--- src/rtl/rar_pkg.sv ---
package rar_pkg;

  localparam int WORD_BITS = 32;
  localparam int MAG_BITS  = WORD_BITS + 1;
  localparam int CNT_BITS  = $clog2(MAG_BITS + 1);

  typedef enum logic [1:0] {
    CMD_ADD = 2'd0,
    CMD_SUB = 2'd1,
    CMD_MUL = 2'd2,
    CMD_DIV = 2'd3
  } cmd_t;

  typedef logic signed [WORD_BITS-1:0] word_t;
  typedef logic [MAG_BITS-1:0] mag_t;

endpackage

--- src/rtl/rational_arith_reduce_unit.sv ---
// Rational arithmetic with gcd reduction.
//
// Input channel (in_valid / in_stall): command plus two fractions
// a_num/a_den and b_num/b_den. The result channel (out_valid / out_stall)
// returns res_num/res_den reduced by the gcd of their magnitudes, plus an
// overflow flag (a product or sum wrapped) and an undefined flag
// (unreduced numerator and denominator both zero, result 0/0).
//
// One request at a time. A single 32x32 multiplier forms the products in
// states MUL0 and MUL1 (multiply, divide) or MUL0 to MUL2 followed by the
// SUM state (add, subtract). A single restoring shift-subtract divider (one
// quotient bit per cycle) then runs the Euclidean remainder loop and
// finally the two exact divisions by the gcd; a 0/0 result skips the
// divisions. The count of remainder steps depends on the data (up to about
// 47). in_stall is high from acceptance until the result has been taken;
// the next request can be accepted in the cycle after that.
//
// Reset (rst_n low, synchronous) returns the sequencer to idle and drops
// out_valid. While out_stall is high the result is held unchanged.
module rational_arith_reduce_unit (
  input  logic                  clk,
  input  logic                  rst_n,
  input  logic                  in_valid,
  output logic                  in_stall,
  input  logic [1:0]            in_command,
  input  logic signed [31:0]    in_a_num,
  input  logic signed [31:0]    in_a_den,
  input  logic signed [31:0]    in_b_num,
  input  logic signed [31:0]    in_b_den,
  output logic                  out_valid,
  input  logic                  out_stall,
  output logic signed [31:0]    out_res_num,
  output logic signed [31:0]    out_res_den,
  output logic                  out_overflow,
  output logic                  out_undefined
);
  import rar_pkg::*;

  typedef enum logic [8:0] {
    S_IDLE  = 9'b000000001,
    S_MUL0  = 9'b000000010,
    S_MUL1  = 9'b000000100,
    S_MUL2  = 9'b000001000,
    S_GCD   = 9'b000010000,
    S_DIVN  = 9'b000100000,
    S_DIVD  = 9'b001000000,
    S_OUT   = 9'b010000000,
    S_SUM   = 9'b100000000
  } state_t;

  state_t state_r, state_nxt;

  cmd_t  cmd_r;
  word_t an_r, ad_r, bn_r, bd_r;
  word_t p1_r, num_r, den_r, rn_r;
  logic  ovf_r;

  // gcd / divider registers
  mag_t  x_r, y_r;          // Euclid operands (x mod y)
  mag_t  rem_r, quo_r, dvs_r;
  logic [CNT_BITS-1:0] cnt_r;
  logic  div_busy_r;

  // shared multiplier
  word_t mul_a, mul_b;
  logic signed [2*WORD_BITS-1:0] prod;
  word_t prod_w;
  logic  prod_ovf;

  always_comb begin
    mul_a = an_r;
    mul_b = bd_r;
    case (state_r)
      S_MUL0: begin
        mul_a = an_r;
        mul_b = (cmd_r == CMD_MUL) ? bn_r : bd_r;
      end
      S_MUL1: begin
        mul_a = ad_r;
        mul_b = (cmd_r == CMD_DIV) ? bn_r : bd_r;
      end
      S_MUL2: begin
        mul_a = bn_r;
        mul_b = ad_r;
      end
      default: begin
        mul_a = an_r;
        mul_b = bd_r;
      end
    endcase
  end

  assign prod     = mul_a * mul_b;
  assign prod_w   = prod[WORD_BITS-1:0];
  assign prod_ovf = (prod != {{WORD_BITS{prod_w[WORD_BITS-1]}}, prod_w});

  // sum/difference of p1 and p2 (p2 held in temp rn_r)
  logic signed [WORD_BITS:0] sum_ex;
  word_t sum_w;
  assign sum_ex = (cmd_r == CMD_ADD) ?
                  ({p1_r[WORD_BITS-1], p1_r} + {rn_r[WORD_BITS-1], rn_r}) :
                  ({p1_r[WORD_BITS-1], p1_r} - {rn_r[WORD_BITS-1], rn_r});
  assign sum_w  = sum_ex[WORD_BITS-1:0];

  function automatic mag_t mag_of(word_t v);
    logic [WORD_BITS-1:0] n;
    n = -v;
    return v[WORD_BITS-1] ? {1'b0, n} : {1'b0, v};
  endfunction

  // one restoring division step
  mag_t rem_sh, rem_sub;
  logic rem_ge;
  assign rem_sh  = {rem_r[MAG_BITS-2:0], quo_r[MAG_BITS-1]};
  assign rem_ge  = ({1'b0, rem_sh} >= {1'b0, dvs_r});
  assign rem_sub = rem_ge ? (rem_sh - dvs_r) : rem_sh;

  logic div_last;
  assign div_last = (cnt_r == CNT_BITS'(MAG_BITS - 1));

  logic is_neg_num;
  word_t q_next_mag, q_signed;
  assign q_next_mag = word_t'({quo_r[MAG_BITS-3:0], rem_ge});
  assign q_signed   = is_neg_num ? -q_next_mag : q_next_mag;
  assign is_neg_num = (state_r == S_DIVN) ? num_r[WORD_BITS-1] : den_r[WORD_BITS-1];

  logic out_valid_r;
  word_t res_num_r, res_den_r;
  logic undef_r;

  always_ff @(posedge clk) begin
    if (!rst_n) begin
      state_r     <= S_IDLE;
      out_valid_r <= 1'b0;
      div_busy_r  <= 1'b0;
      cnt_r       <= '0;
    end else begin
      state_r <= state_nxt;
      if (out_valid_r && !out_stall) out_valid_r <= 1'b0;
      case (state_r)
        S_IDLE: begin
          if (in_valid) begin
            cmd_r <= cmd_t'(in_command);
            an_r  <= in_a_num[WORD_BITS-1:0];
            ad_r  <= in_a_den[WORD_BITS-1:0];
            bn_r  <= in_b_num[WORD_BITS-1:0];
            bd_r  <= in_b_den[WORD_BITS-1:0];
            ovf_r <= 1'b0;
          end
        end
        S_MUL0: begin
          p1_r  <= prod_w;
          num_r <= prod_w;
          ovf_r <= ovf_r | prod_ovf;
        end
        S_MUL1: begin
          den_r <= prod_w;
          ovf_r <= ovf_r | prod_ovf;
        end
        S_MUL2: begin
          rn_r  <= prod_w;
          ovf_r <= ovf_r | prod_ovf;
        end
        S_SUM: begin
          num_r <= sum_w;
          if (sum_ex != {sum_w[WORD_BITS-1], sum_w}) ovf_r <= 1'b1;
        end
        S_GCD: begin
          if (!div_busy_r) begin
            if (y_r != '0) begin
              rem_r      <= '0;
              quo_r      <= x_r;
              dvs_r      <= y_r;
              cnt_r      <= '0;
              div_busy_r <= 1'b1;
            end else begin
              // x_r holds the gcd; start numerator division unless the gcd is zero
              rem_r      <= '0;
              quo_r      <= mag_of(num_r);
              dvs_r      <= x_r;
              cnt_r      <= '0;
              div_busy_r <= (x_r != '0);
              undef_r    <= (x_r == '0);
            end
          end else begin
            rem_r <= rem_sub;
            quo_r <= {quo_r[MAG_BITS-2:0], rem_ge};
            cnt_r <= cnt_r + 1'b1;
            if (div_last) begin
              x_r        <= y_r;
              y_r        <= rem_sub;
              div_busy_r <= 1'b0;
            end
          end
        end
        S_DIVN, S_DIVD: begin
          rem_r <= rem_sub;
          quo_r <= {quo_r[MAG_BITS-2:0], rem_ge};
          cnt_r <= cnt_r + 1'b1;
          if (div_last) begin
            cnt_r <= '0;
            rem_r <= '0;
            quo_r <= mag_of(den_r);
            if (state_r == S_DIVN) rn_r <= q_signed;
            else begin
              res_num_r   <= rn_r;
              res_den_r   <= q_signed;
              out_valid_r <= 1'b1;
              div_busy_r  <= 1'b0;
            end
          end
        end
        S_OUT: ;
        default: ;
      endcase
      if (state_r == S_GCD && state_nxt == S_OUT) begin
        res_num_r   <= '0;
        res_den_r   <= '0;
        out_valid_r <= 1'b1;
      end
      // load Euclid operands once products are final
      if ((state_r == S_MUL1 && cmd_r[1]) ) begin
        x_r <= mag_of(num_r);
        y_r <= mag_of(prod_w);
      end
      if (state_r == S_SUM) begin
        x_r <= mag_of(sum_w);
        y_r <= mag_of(den_r);
      end
    end
  end

  always_comb begin
    state_nxt = state_r;
    case (state_r)
      S_IDLE: if (in_valid) state_nxt = S_MUL0;
      S_MUL0: state_nxt = S_MUL1;
      S_MUL1: state_nxt = cmd_r[1] ? S_GCD : S_MUL2;
      S_MUL2: state_nxt = S_SUM;
      S_SUM:  state_nxt = S_GCD;
      S_GCD: begin
        if (!div_busy_r && y_r == '0)
          state_nxt = (x_r == '0) ? S_OUT : S_DIVN;
      end
      S_DIVN: if (div_last) state_nxt = S_DIVD;
      S_DIVD: if (div_last) state_nxt = S_OUT;
      S_OUT:  if (out_valid_r && !out_stall) state_nxt = S_IDLE;
      default: state_nxt = S_IDLE;
    endcase
  end

  assign in_stall      = (state_r != S_IDLE);
  assign out_valid     = out_valid_r;
  assign out_res_num   = 32'(res_num_r);
  assign out_res_den   = 32'(res_den_r);
  assign out_overflow  = ovf_r;
  assign out_undefined = undef_r;

  a_result_only_in_out: assert property (@(posedge clk) disable iff (!rst_n)
    out_valid |-> state_r == S_OUT)
    else $error("result shown outside output state");
  a_no_accept_busy: assert property (@(posedge clk) disable iff (!rst_n)
    (state_r != S_IDLE) |-> in_stall)
    else $error("input open while busy");
  a_div_bounded: assert property (@(posedge clk) disable iff (!rst_n)
    div_busy_r |-> cnt_r <= CNT_BITS'(MAG_BITS - 1))
    else $error("divider count overrun");
  a_undef_zero: assert property (@(posedge clk) disable iff (!rst_n)
    (out_valid && out_undefined) |-> (out_res_num == 0 && out_res_den == 0))
    else $error("undefined result not 0/0");

endmodule

--- config.mk ---
export PLATFORM = sky130hd
export DESIGN_NAME = rational_arith_reduce_unit
export DESIGN_NICKNAME = d
export VERILOG_FILES = /design/src/rtl/rar_pkg.sv /design/src/rtl/rational_arith_reduce_unit.sv
export SDC_FILE = /design/constraint.sdc
export NUM_CORES = 2
export LEC_CHECK = 0
export ABC_AREA = 1
export BUFFER_PORTS_ARGS = -buffer_cell sky130_fd_sc_hd__buf_2
export CAP_MARGIN = 20
export CORE_ASPECT_RATIO = 1.25
export CORE_MARGIN = 5
export CORE_UTILIZATION = 60
export DETAILED_ROUTE_END_ITERATION = 8
export PLACE_DENSITY = 0.81
export SLEW_MARGIN = 25
export SYNTH_ARGS = -nofsm -noshare
export SYNTH_HDL_FRONTEND = slang
export SYNTH_SLANG_ARGS = --single-unit
--- constraint.sdc ---
create_clock -name clk -period 22.8 [get_ports clk]
set_clock_uncertainty 0.05 [all_clocks]
set_input_delay 1.14 -clock clk [delete_from_list [all_inputs] [get_ports clk]]
set_output_delay 1.14 -clock clk [all_outputs]
set_load 0.005 [all_outputs]
# Yosys cells after proc, flatten, opt, wreduce, memory -nomap -nowiden
# Index checks and enable logic that the tools add are counted.
# classes
bitwise_logic	3
addsub	9
n_mul	1
n_mux	65
magnitude_cmp	1
n_reduce_logical	34
eq_ne	22
# ops
operator	n
$mux 32	17
$mux 33	16
$pmux 32 s2	4
$neg 32->32	5
$pmux 32 s3	1
$pmux 9 s9	1
$logic_not 33->1	2
$pmux 33 s2	1
$reduce_bool 33->1	2
$mul 32x32->64	1
$mux 9	5
$add 32x32->33	1
$ge 33x33->1	1
$sub 32x32->33	1
$sub 33x33->33	1
$ne 32x32->1	1
$reduce_and 4->1	5
$eq 9x8->1 const B	2
$mux 1	13
$mux 6	2
$pmux 6 s2	1
$reduce_bool 3->1	4
$ne 2x2->1 const B	5
$reduce_bool 2->1	5
27 further kinds	38
# word_totals
in_bits	134
ff_bits	505
out_inout_bits	68
wordCells	157

# Logic depth before layout (Yosys ltp)
# logic_depth
ltp_word	8
ltp_mapped	50
mapped_depth_nobuf	48

# Worst setup path after synthesis
# No wires, ideal clock.
# synth_path
path_type	input -> register
start	in rst_n
end	reg ad_r[0] (enable)
required_time_ns	21.972
path_slack_ns	11.400
path_stages	4
t_arrival_ns	10.573
path_cell_list	clkbuf_1 -> inv_1 -> clkbuf_1 -> nor3_1
# synth_between
elab_chain_len	1
# synth_lines
item	line_no	text
from (decl)	rational_arith_reduce_unit.sv:22	input logic rst_n,
$reduce_and 3->1 (no line)	-	
to (signal assigned)	rational_arith_reduce_unit.sv:145	ad_r <= in_a_den[WORD_BITS-1:0];
to (decl)	rational_arith_reduce_unit.sv:54	word_t an_r, ad_r, bn_r, bd_r;
# No other way between the ends.
# A chain may end at the register's enable or synchronous reset.

# Worst setup path after layout
# layout_path
start	reg state_r[5]
end	reg ovf_r, in the netlist out_overflow, data pin
# layout_between
elab_chain_len	6
# layout_lines
item	line_no	text
from (decl)	rational_arith_reduce_unit.sv:51	state_t state_r, state_nxt;
from (signal assigned)	rational_arith_reduce_unit.sv:138	state_r <= state_nxt;
$eq 9x4->1, or another cell as far along	rational_arith_reduce_unit.sv:73, rational_arith_reduce_unit.sv:140	
$pmux 32 s3 or $pmux 32 s2 (tied branches)	rational_arith_reduce_unit.sv:73	case (state_r)
$mul 32x32->64	rational_arith_reduce_unit.sv:93	assign prod = mul_a * mul_b;
$ne 32x32->1	rational_arith_reduce_unit.sv:95	assign prod_ovf = (prod != {{WORD_BITS{prod_w[WORD_BITS-1]}}, prod_w});
$or 1x1->1	rational_arith_reduce_unit.sv:154, rational_arith_reduce_unit.sv:158, rational_arith_reduce_unit.sv:162	
$pmux 1 s3 *	rational_arith_reduce_unit.sv:140	case (state_r)
to (signal assigned)	rational_arith_reduce_unit.sv:154	ovf_r <= ovf_r | prod_ovf;
to (signal assigned)	rational_arith_reduce_unit.sv:158	ovf_r <= ovf_r | prod_ovf;
to (signal assigned)	rational_arith_reduce_unit.sv:162	ovf_r <= ovf_r | prod_ovf;
to (decl)	rational_arith_reduce_unit.sv:56	logic ovf_r;
# Every way passes the cells marked *; elsewhere a longest branch is shown, timed or not.

==> impl_results.md <==
* Status: finished clean
* Critical R2R Launch: state_r[5]
* Die height at 387 um
* Max stage delay on crit path at 0.78 ns
* Clock sinks at 505
* Netlist Area Pre-Place at 68100 um^2
* #FFs+latches synth at 505
* Hold Path Stages at 1
* Die Area at 120000 um^2
* Class of the worst hold path: reg2reg
* Area leader, netlist: fa_1
* Share of layout cells above drive strength 1 at 0.0634
* Required @ worst endpoint at 23.07 ns
* Synth top area share at 0.319
* Final Hold Viols at 0
* Area contributors post-synth: fa_1 (32%), edfxtp_1 (22%), nand2_1 (11%), inv_1 (8.3%), nor2_1 (5.2%)
* Vias in the first global route at 63.9k
* Cts repair resizes at 0
* DR top layer: met5
* Htree depth at 2
* Max-Cap Viols at 0
* I/O pins at 202
* Fillers at 9649
* Insertion delay to the later sink of the worst-skew pair at 0.69 ns
* Critical path's most frequent cell: nand2_1
* Clock Pin Slew Worst Setup and Hold Paths at 0.07 ns
* First-pass iteration count of the detailed router at 9
* Mean Syn Cell Area at 8.28 um^2
* Met2 WL at 123 mm
* Avg WL per Cell at 27.5 um
* Port buffer count at 201
* Area delta synth->final at 6.43%
* Row cnt at 138
* Slowest CP cell: fa_1
* FFs w/ async S/R, synth at 0
* Met3 WL post-DR at 29.2 mm
* CTS tree: done
* Initial Utilization at 0.603
* Reg2reg setup slack at 9.02 ns
* CP endpoint kind: flop
* Routed Antenna Nets at 0
* Main flop type after synthesis: edfxtp_1
* Top cells by count, synth: nand2_1 (2072), inv_1 (1510), fa_1 (1084), nor2_1 (940), edfxtp_1 (488)
* Critical-path maximum fanout at 32
* Fin Setup TNS at 0 ns
* Via count at 60.7k
* Syn_nets at 9690
* Post-CTS Setup Inserts at 0
* First-pass GRT wire length at 401 mm
* Core area at 113000 um^2
* Final-report max-slew violation count at 0
* F_max at 0.0726 GHz
* GRT Util Overall at 0.451
* CTS max path bufs at 3
* Largest net degree at the start of global routing at 80
* Critical Path AT at 14.05 ns
* HP Start: cnt_r[5]
* Utilization after layout at 0.641
* Worst hold slack at 0.422 ns
* DRT met1 WL at 81.7 mm
* # setup viols final at 0
* Reg-to-reg endpoint: out_overflow
* Sequential share of the synthesized area at 0.220
* Root Driver: clkbuf_16
* CP Launch Type: flop
* HPWL after DPL at 211 mm
* Final cell count without fillers at 9843
* Relative slew slack at 0.126
* FF-to-FF path depth at 39
* RSZ-0062 raised after global routing: false
* Gpl congestion at 1.12
* Min Clock Period, post-route at 13.78 ns
* Placed insts at 9729
* Final #Nets at 9790
* Cell with the most instances after synthesis: nand2_1
* Overflow after GRT at 0
* Crit. Startpoint: state_r[5]
* Period utilization at 0.604
* Worst hold endpoint: cnt_r[5]
* Worst-Margin Slew at 1.31 ns
* DR DRC count at 0
* Number of flops mapped to enable cells by yosys at 488
* Antenna violations before repair at 21
* Vias per inst at 6.17
* Netlist cell types at 68
* Die Wd at 311 um
* Final wirelength at 271 mm
* Drt first-iter violations at 6821
* Yosys Warn Count at 0
* Critical path type: reg2reg
* Post-Syn Instances at 8215
* CTS hold repair buffers at 0
* Number of buffers created by CTS at 54
[state kept, by name (all words and copies together) (netlist names), 6 cells and up]
register	cells
ad_r	32
an_r	32
bd_r	32
bn_r	32
cnt_r	6
den_r	32
dvs_r	33
num_r	32
out_res_den	32
out_res_num	32
p1_r	32
quo_r	33
rem_r	32
rn_r	32
state_r	9
x_r	33
y_r	33
[metrics by stage]
stage / setup WS [ns] / area (um^2)
3_5_place_dp: 9.42 / 70700
4_1_cts: 9.36 / 72400
6_report: 9.02 / 72400
2_1_floorplan: 11.40 / 68100
5_1_grt: 8.78 / 72400
3_3_place_gp: 9.67 / 70700
[kinds of logic (layout without fill, tap and decap cells)]
family                     after synthesis  count (layout)  synth area share
xor gates and xnor gates               218             218            0.0283
adders and majority gates             1341            1341             0.366
buffers and inverters                 1827            1972             0.104
muxes                                    1               1          0.000147
other                                    0              13                 0
DFF                                    505             505             0.220
and+or+nand+nor                       3589            3589             0.214
AOI/OAI and AO/OA                      734             734            0.0677
[routing by layer]
layer  track usage  vias to the layer above
met5             0                        -
met4         0.445                       12
met3         0.131                     1735
met2         0.723                     4366
met1         0.465                    29000
li1              -                    25600
[cell type report]
type	instances	area (um^2)	share of cell area
diodes	13	32.5	0.000449
well taps	1470	1840	0.0254
clock buffers	65	1390	0.0192
clock inverters	36	324	0.00447
inverters	1560	5860	0.0809
repair buffers	311	1830	0.0253
multi-input cells	5883	46200	0.637
flip-flops and latches	505	15000	0.207
[worst max-delay path by stage]
stage | endpoint | slack [ns] | depth (start not counted)
floorplan | ad_r[0] | 11.40 | 4
global route | out_overflow | 8.78 | 39
detailed placement | out_overflow | 9.42 | 39
finish | out_overflow | 9.02 | 39
global placement | out_overflow | 9.67 | 39
CTS | out_overflow | 9.36 | 39
[cell usage in the layout, fill, tap and decap left out, types with 15 or more instances in the layout]
master	instances
or2_2	20
buf_2	201
nand4_1	91
xnor2_1	62
o221ai_1	22
edfxtp_1	488
ha_1	257
buf_4	110
o211ai_1	44
clkbuf_16	54
xor2_1	152
a22oi_1	28
nand2_1	2069
o21bai_1	33
inv_1	1507
nor3_1	71
nor4_1	20
inv_2	41
o21ai_0	250
o2111ai_1	27
clkinv_1	23
nand3b_1	19
dfxtp_1	17
nor2_1	933
a31oi_1	15
a21oi_1	210
fa_1	1084
nand3_1	305
[worst max-delay path: cells and delay by family, from the launching register on]
kind,cells,cell delay [ns]
AO/OA/AOI/OAI,2,0.69
adder cells (fa/ha/maj),9,5.00
buffers and inverters,6,1.89
flip-flops,1,0.35
AND/OR/NAND/NOR,22,5.39
Power is not shown: default switching activity piles up to over one toggle a cycle in this logic, so the estimate is an artifact.
